## config.mk

```make
export PLATFORM = sky130hd
export DESIGN_NAME = avm_ram
export DESIGN_NICKNAME = d
export VERILOG_FILES = /design/src/rtl/avm_ram.sv
export SDC_FILE = /design/constraint.sdc
export NUM_CORES = 1
export LEC_CHECK = 0
export ABC_AREA = 0
export BUFFER_PORTS_ARGS = -buffer_cell sky130_fd_sc_hd__buf_4
export CAP_MARGIN = 0
export CORE_MARGIN = 10
export CORE_UTILIZATION = 38
export CTS_CLUSTER_DIAMETER = 50
export DETAILED_ROUTE_END_ITERATION = 12
export HOLD_SLACK_MARGIN = 0.08
export PLACE_DENSITY = 0.61
export SLEW_MARGIN = 20
export SYNTH_ARGS = -nofsm -noshare
export SYNTH_HDL_FRONTEND = slang
export SYNTH_SLANG_ARGS = --single-unit
```

## constraint.sdc

```tcl
create_clock -name clk -period 5.53 [get_ports clk]
set_clock_uncertainty 0.05 [all_clocks]
set_input_delay 0.8295 -clock clk [delete_from_list [all_inputs] [get_ports clk]]
set_output_delay 0.8295 -clock clk [all_outputs]
set_load 0.05 [all_outputs]
```

## src/rtl/avm_ram.sv

```systemverilog
// ----------------------------------------------------------------------------
// avm_ram
// Generic single-write, single-read RAM with a registered read port.
// ----------------------------------------------------------------------------
module avm_ram #(
	parameter int WIDTH = 8,
	parameter int DEPTH = 16
) (
	input  logic                     clk,
	input  logic                     we,
	input  logic [$clog2(DEPTH)-1:0] waddr,
	input  logic [WIDTH-1:0]         wdata,
	input  logic                     re,
	input  logic [$clog2(DEPTH)-1:0] raddr,
	output logic [WIDTH-1:0]         rdata
);

	logic [WIDTH-1:0] mem_q [DEPTH];

	// Write port
	always_ff @(posedge clk) begin
		if (we) begin
			mem_q[waddr] <= wdata;
		end
	end

	// Read port, old data on a same-address write
	always_ff @(posedge clk) begin
		if (re) begin
			rdata <= mem_q[raddr];
		end
	end

endmodule

```

==> results_dict.tcl, run 1 <==
set metrics [dict create \
    gp_congestion 0.719 \
    drive_gt1_frac 0.279 \
    design.core.area_sq_um 13300 \
    rsz0062_at_grt "false" \
    wl_per_cell_um 22.6 \
    cts_setup_buffers 0 \
    yosysTopAreaCell "edfxtp_1" \
    post_dp_cell_area_sq_um 5580 \
    rows 42 \
    timing.hold.ws_ns 0.677 \
    synth_fp_nets 248 \
    status "completed" \
    antenna_found_initial 0 \
    clk_latency_ns 0.41 \
    clkTransAtPathRegs_ns 0.06 \
    powerDensity_nw_per_um2 387 \
    cts_tree "built" \
    ys_seq_elements 136 \
    grt_max_degree 33 \
    setup_viol 0 \
    antenna_left 0 \
    nets 286 \
    crit_fanout 32 \
    synth.distinct_cells 18 \
    yosys_warnings 0 \
    endpoint_kind "register" \
    peakVddDrop_mv 0.214 \
    cts_buffer_depth 2 \
    die-area_sq_um 18800 \
    area_growth_pct 17.9 \
    multi_input_area_sq_um 1060 \
    drt-initial-drc-count 255 \
    via_per_inst 5.25 \
    first_pass_iters 4 \
    relSlewSlack 0.341 \
    netlist.area_leader.share 0.781 \
    p_leak_nw 2.02 \
    cts_resized 0 \
    root_buffer "clkbuf_16" \
    syn-instance-count 229 \
    hold_path_class "primary input to register" \
    track_usage 0.118 \
    num-fill-cells 1131 \
    worstMarginPinSlew_ns 0.985 \
    required_ns 5.63 \
    criticalPathCategory "primary input to register" \
    maxCapViolCount 0 \
    start_kind "primary input" \
    final_hold_viol_count 0 \
    ios 27 \
    wl_um 10300 \
    dieWidth_um 137 \
    grt_overflow 0 \
    fin_tns_setup_ns 0 \
    final_area_sq_um 6160 \
    ys_seq_area_frac 0.781 \
    num_vias 2393 \
    synth_area_sq_um 5230 \
    rrSetupSlack_ns 3.96 \
    grt_pass1_wl_um 15900 \
    numCtsBuffers 17 \
    drc 0 \
    dpl.hpwl_um 6270 \
    cts.sinks 136 \
    fmax_ghz 0.446 \
    start_util 0.392 \
    arrival_ns 2.35 \
    die_h_um 137 \
    place.port_buffers 26 \
    cts_hold_buffers 0 \
    finalMaxSlewViolations 0 \
    synthTopCellsByArea "edfxtp_1 78%, mux4_2 7.8%, mux4_1 7.0%" \
    finalWorstPathRequiredPeriod_ns 2.24 \
    syn_avg_cell_area_sq_um 22.8 \
    regArea_sq_um 4080 \
    timing.final.crit_share 0.405 \
    htreeDepth 4 \
    grt_pass1_vias 2525 \
    antenna_cells 0 \
]
## cells in the final DEF (no fill, tap or decap), types with 2 or more instances in the layout
master / instances
a22oi_1: 16
clkbuf_16: 17
clkinvlp_4: 4
clkbuf_1: 2
nand3b_1: 2
inv_6: 4
nor3_1: 3
bufinv_16: 2
edfxtp_1: 136
nand2_1: 9
nor2_1: 13
nand2b_1: 2
buf_4: 29
mux4_1: 14
mux4_2: 18
clkinv_4: 2
## flip-flops by register name (all words and copies together) (netlist names)
name,count
rdata,8
mem_q,128
## logic make-up (layout without fill, tap and decap cells)
kind of cell	count (synthesis)	in the layout	synth area share
buf+inv	10	61	0.0165
mux	32	32	0.148
simple gates	35	35	0.0314
flops	136	136	0.781
compound gates	16	16	0.0230
## worst max-delay path, cell delays in order
cell	delay [ns]
buf_4	0.48
mux4_1	0.62
a22oi_1	0.31
nand2_1	0.08
## where the power goes
part / switching [mW] / total, mW / leakage [nW] / internal (mW)
clock: 0.426 / 1.09 / 0.269 / 0.668
combinational: 0.0771 / 0.124 / 0.512 / 0.0470
sequential: 0.00582 / 1.17 / 1.24 / 1.16
total: 0.509 / 2.39 / 2.02 / 1.88
## cell usage after synthesis, drive strengths merged
| master | number |
|---|---|
| nand2b | 2 |
| edfxtp | 136 |
| or3b | 1 |
| nand3 | 1 |
| nand3b | 2 |
| clkdlybuf4s25 | 3 |
| buf | 7 |
| nor2 | 13 |
| nor2b | 1 |
| a22oi | 16 |
| and2 | 1 |
| mux4 | 32 |
| nand2 | 9 |
| and2b | 1 |
| nor3 | 4 |
## per-layer routing
metal  up-vias  routed length, um  track usage
met4         0                154       0.0603
li1       1060                  -            -
met2        74               5090        0.186
met3        11                645       0.0244
met5         -                  0            0
met1      1248               4420        0.152
## per-stage QoR
step	util	total power [mW]	instances	setup WS [ns]
final	0.462	2.39	456	3.29
after global routing	0.462	2.46	456	3.16
after CTS	0.461	2.40	456	3.11
after detailed placement	0.418	1.31	424	2.69
after global placement	0.418	1.31	424	2.74
after floorplan	-	1.26	229	3.16
## worst paths after layout
| path | from | end | cells past startpoint |
|---|---|---|---|
| worst max-delay path | raddr[0] | rdata[5] | 4 |
| worst min register to register | mem_q[15][2] | rdata[2] | 3 |
| worst max register to register | mem_q[3][4] | rdata[4] | 3 |
| worst min-delay path | wdata[0] | mem_q[3][0] | 1 |
## cell type report
type,count,area share
multi-input combinational,83,0.172
clock buffer,19,0.0702
clock inverter,13,0.0238
timing repair buffer,29,0.0353
sequential,136,0.663
tap,176,0.0357
Note: power is estimated with default switching activity, not from simulation.
==> run 2: changes to the inputs <==
==> constraint.sdc (replaced) <==
create_clock -name clk -period 2.2 [get_ports clk]
set_clock_uncertainty 0.05 [all_clocks]
set_input_delay 0.33 -clock clk [delete_from_list [all_inputs] [get_ports clk]]
set_output_delay 0.33 -clock clk [all_outputs]
set_load 0.05 [all_outputs]
==> run 2 against run 1 <==
Utilization increased by 0.79 points. Worst hold slack got worse by 0.50 ns. Sequential power grew to 2.5 times the previous value. Via count rose by 2.8%. Critical path type is now register to register. Largest cell class unchanged.
==> results_dict.tcl, run 2 (synthesis gave the netlist of run 1 again) <==
set metrics [dict create \
    final_cell_mix "136 x edfxtp_1, 46 x buf_4, 18 x mux4_2" \
    final_hold_viol_count 0 \
    worstMarginPinSlew_ns 0.393 \
    finalMaxSlewViolations 0 \
    rows 42 \
    drc 0 \
    cts_setup_buffers 0 \
    crit_fanout 1 \
    die_h_um 137 \
    wl_per_cell_um 21.8 \
    cp.buffers_inverters 0 \
    largest_registers "mem_q (128), rdata (8)" \
    dpl_worst_slack_ns 0.247 \
    cts_resized 0 \
    cts_hold_buffers 0 \
    root_buffer "clkbuf_16" \
    place.port_buffers 26 \
    design.core.area_sq_um 13300 \
    hold_path_class "primary input to register" \
    timing.final.crit_share 0.710 \
    whs_path_depth 1 \
    final_common_cell "edfxtp_1" \
    die-area_sq_um 18800 \
    antenna_left 0 \
    worst_path_max_delay_cell "mux4_1" \
    dpl.hpwl_um 6880 \
    max_stage_delay_ns 0.54 \
    r2r_cells 3 \
    powerDensity_nw_per_um2 919 \
    numCtsBuffers 17 \
    dieWidth_um 137 \
    grt_pass1_wl_um 16100 \
    criticalPathCategory "register to register" \
    endpoint_kind "register" \
    status "completed" \
    relSlewSlack 0.738 \
    grt_overflow 0 \
    start_util 0.392 \
    crit_family "multiplexers" \
    drive_gt1_frac 0.309 \
    area_growth_pct 19.9 \
    grt_pass1_vias 2633 \
    gp_congestion 0.706 \
    antenna_cells 0 \
    cts_buffer_depth 2 \
    setup_ws_ns 0.637 \
    required_ns 2.30 \
    first_pass_iters 4 \
    ios 27 \
    setup_viol 0 \
    arrival_ns 1.66 \
    rsz0062_at_grt "false" \
    fin_tns_setup_ns 0 \
    cts_tree "built" \
    post-route-util 0.470 \
    drt-initial-drc-count 159 \
    htreeDepth 4 \
    antenna_found_initial 0 \
    cts.sinks 136 \
    finalWorstPathRequiredPeriod_ns 1.56 \
    cp.depth 3 \
    via_per_inst 5.19 \
    regMostFlops "mem_q" \
    rrSetupSlack_ns 0.64 \
    nets 305 \
    p_leak_nw 2.11 \
    num_vias 2460 \
    largest_reg_flops 128 \
    clk_latency_ns 0.41 \
    track_usage 0.119 \
    path_cells "mux4_1 -> a22oi_1 -> nand2_1" \
    peakVddDrop_mv 0.572 \
    maxCapViolCount 0 \
    clkTransAtPathRegs_ns 0.05 \
    fmax_ghz 0.640 \
    wl_um 10400 \
    grt_max_degree 19 \
    start_kind "register" \
]
-- run 2: cell types whose count changed in the layout (fill, tap and decap cells not counted), sizes merged --
| cell | before | now |
|---|---|---|
| bufinv | 2 | 1 |
| inv | 4 | 0 |
| clkinvlp | 4 | 2 |
| buf | 29 | 48 |
| clkbuf | 19 | 21 |
| clkinv | 3 | 7 |
-- run 2: worst paths after layout --
| check | from | to |
|---|---|---|
| worst max-delay path | mem_q[1][5] | rdata[5] |
| worst min-delay path | wdata[0] | mem_q[3][0] |
| worst max register to register | mem_q[1][5] | rdata[5] |
| worst min register to register | mem_q[7][3] | rdata[3] |
-- run 2: through the flow --
stage	power [mW]	instance area (sq um)	cells	hold WS, ns
after floorplan	3.18	5230	229	0.379
after global placement	3.32	5750	443	0.589
after detailed placement	3.33	5750	443	0.601
after CTS	5.81	6270	474	0.167
after global routing	5.96	6270	474	0.176
final	5.76	6270	474	0.180
-- run 2: layer usage --
layer / GRT usage / part of all wire / vias up
li1: - / - / 1096
met1: 0.150 / 0.45 / 1297
met2: 0.187 / 0.50 / 56
met3: 0.0310 / 0.042 / 11
met4: 0.0562 / 0.013 / 0
met5: 0 / 0 / -
-- run 2: cell type report --
type	instances	area [sq um]
timing repair buffer	48	385
clock inverter	10	81.3
clock buffer	21	440
multi-input combinational	83	1060
tap	176	220
fill	1119	7080
sequential	136	4080
-- run 2: power by group --
group | switching, mW | internal [mW] | total (mW)
combinational | 0.196 | 0.135 | 0.330
sequential | 0.0161 | 2.92 | 2.94
clock | 0.964 | 1.53 | 2.49
total | 1.18 | 4.58 | 5.76
==> run 3: changes to the inputs <==
==> constraint.sdc (replaced) <==
create_clock -name clk -period 1.6 [get_ports clk]
set_clock_uncertainty 0.05 [all_clocks]
set_input_delay 0.24 -clock clk [delete_from_list [all_inputs] [get_ports clk]]
set_output_delay 0.24 -clock clk [all_outputs]
set_load 0.05 [all_outputs]
==> run 3 against run 2 <==
First-iteration DRC count grew 67%. Fmax up 2.8%. Setup slack worse by 0.56 ns. Via count is 1.2% lower. Wire length decreased by 1.0%. Register-to-register slack worse by 0.56 ns. Critical path type unchanged. Critical endpoint is now rdata[1].
==> results_dict.tcl, run 3 (synthesis gave the netlist of run 1 again) <==
set metrics [dict create \
    die-area_sq_um 18800 \
    timing.hold.ws_ns 0.0953 \
    clkTransAtPathRegs_ns 0.06 \
    place.port_buffers 26 \
    drive_gt1_frac 0.332 \
    regMostFlops "mem_q" \
    maxCapViolCount 0 \
    powerDensity_nw_per_um2 1300 \
    setup_ws_ns 0.0798 \
    htreeDepth 4 \
    crit_fanout 1 \
    drt-initial-drc-count 266 \
    grt_pass1_vias 2589 \
    final_common_cell "edfxtp_1" \
    final_hold_viol_count 0 \
    hold_path_class "primary input to register" \
    fin_cells 477 \
    numCtsBuffers 17 \
    area_growth_pct 21.4 \
    worst_path_max_delay_cell "mux4_1" \
    cts.sinks 136 \
    grt_max_degree 17 \
    ios 27 \
    num-fill-cells 1096 \
    fin_tns_setup_ns 0 \
    num_vias 2431 \
    cts_resized 0 \
    finalWorstPathRequiredPeriod_ns 1.52 \
    cts_tree "built" \
    fmax_ghz 0.658 \
    drc 0 \
    criticalPathCategory "register to register" \
    clk_latency_ns 0.40 \
    dp.cells 445 \
    arrival_ns 1.62 \
    cts_buffer_depth 2 \
    path_cells "mux4_1 -> a22oi_1 -> nand2_1" \
    largest_reg_flops 128 \
    root_buffer "clkbuf_16" \
    p_leak_nw 2.13 \
    rows 42 \
    wl_per_cell_um 21.5 \
    track_usage 0.115 \
    first_pass_iters 5 \
    grt_overflow 0 \
    setup_viol 0 \
    grt_pass1_wl_um 15700 \
    gp_congestion 0.758 \
    required_ns 1.70 \
    wl_um 10200 \
    cts_setup_buffers 0 \
    finalMaxSlewViolations 0 \
    peakVddDrop_mv 0.842 \
    final_cell_mix "136 x edfxtp_1, 48 x buf_4, 18 x mux4_2" \
    antenna_cells 0 \
    dieWidth_um 137 \
    nets 307 \
    via_per_inst 5.10 \
    start_util 0.392 \
    dpl_worst_slack_ns -0.177 \
    status "completed" \
    cts_hold_buffers 0 \
    antenna_left 0 \
    rsz0062_at_grt "false" \
    worstMarginPinSlew_ns 0.740 \
    largest_registers "mem_q (128), rdata (8)" \
    endpoint_kind "register" \
    dpl.hpwl_um 6810 \
    design.core.area_sq_um 13300 \
    start_kind "register" \
    antenna_found_initial 0 \
    timing.final.crit_share 0.950 \
    die_h_um 137 \
    relSlewSlack 0.505 \
    max_stage_delay_ns 0.56 \
]
-- run 3: metal layers --
layer	vias up	share of wire	GRT usage
met5	-	0	0
met4	0	0.0095	0.0457
met3	5	0.032	0.0291
met2	50	0.48	0.180
met1	1276	0.47	0.150
li1	1100	-	-
-- run 3: through the flow --
step           cell area [sq um]   util  power (mW)
2_1_floorplan               5230      -        4.37
5_1_grt                     6350  0.475        8.50
6_report                    6350  0.475        8.26
4_1_cts                     6350  0.475        8.32
3_3_place_gp                5770  0.432        4.57
3_5_place_dp                5770  0.432        4.58
-- run 3: power breakdown --
| group | leakage [nW] | internal, mW | switching, mW |
|---|---|---|---|
| Clock | 0.267 | 2.30 | 1.46 |
| Sequential | 1.24 | 4.01 | 0.0230 |
| Combinational | 0.630 | 0.189 | 0.270 |
| Total | 2.13 | 6.51 | 1.75 |
-- run 3: final timing paths --
| kind | from | endpoint | slack, ns | cells after the start |
|---|---|---|---|---|
| setup reg to reg | mem_q[5][1] | rdata[1] | 0.08 | 3 |
| setup / recovery | mem_q[5][1] | rdata[1] | 0.08 | 3 |
| hold reg to reg | mem_q[14][5] | rdata[5] | 0.71 | 3 |
| hold / removal | re | rdata[3] | 0.1 | 1 |
-- run 3: worst max-delay path: cells and delay by family (launching register included) --
kind / cells / cell delay, ns
flops: 1 / 0.34
mux: 1 / 0.56
simple gates: 1 / 0.08
compound gates: 1 / 0.22
-- run 3: layout make-up --
class | instances | area, sq um | share of cell area
clock buffer | 18 | 429 | 0.0676
tap | 176 | 220 | 0.0347
timing repair buffer | 50 | 400 | 0.0631
sequential | 136 | 4080 | 0.644
multi-input combinational | 83 | 1060 | 0.167
clock inverter | 14 | 150 | 0.0237
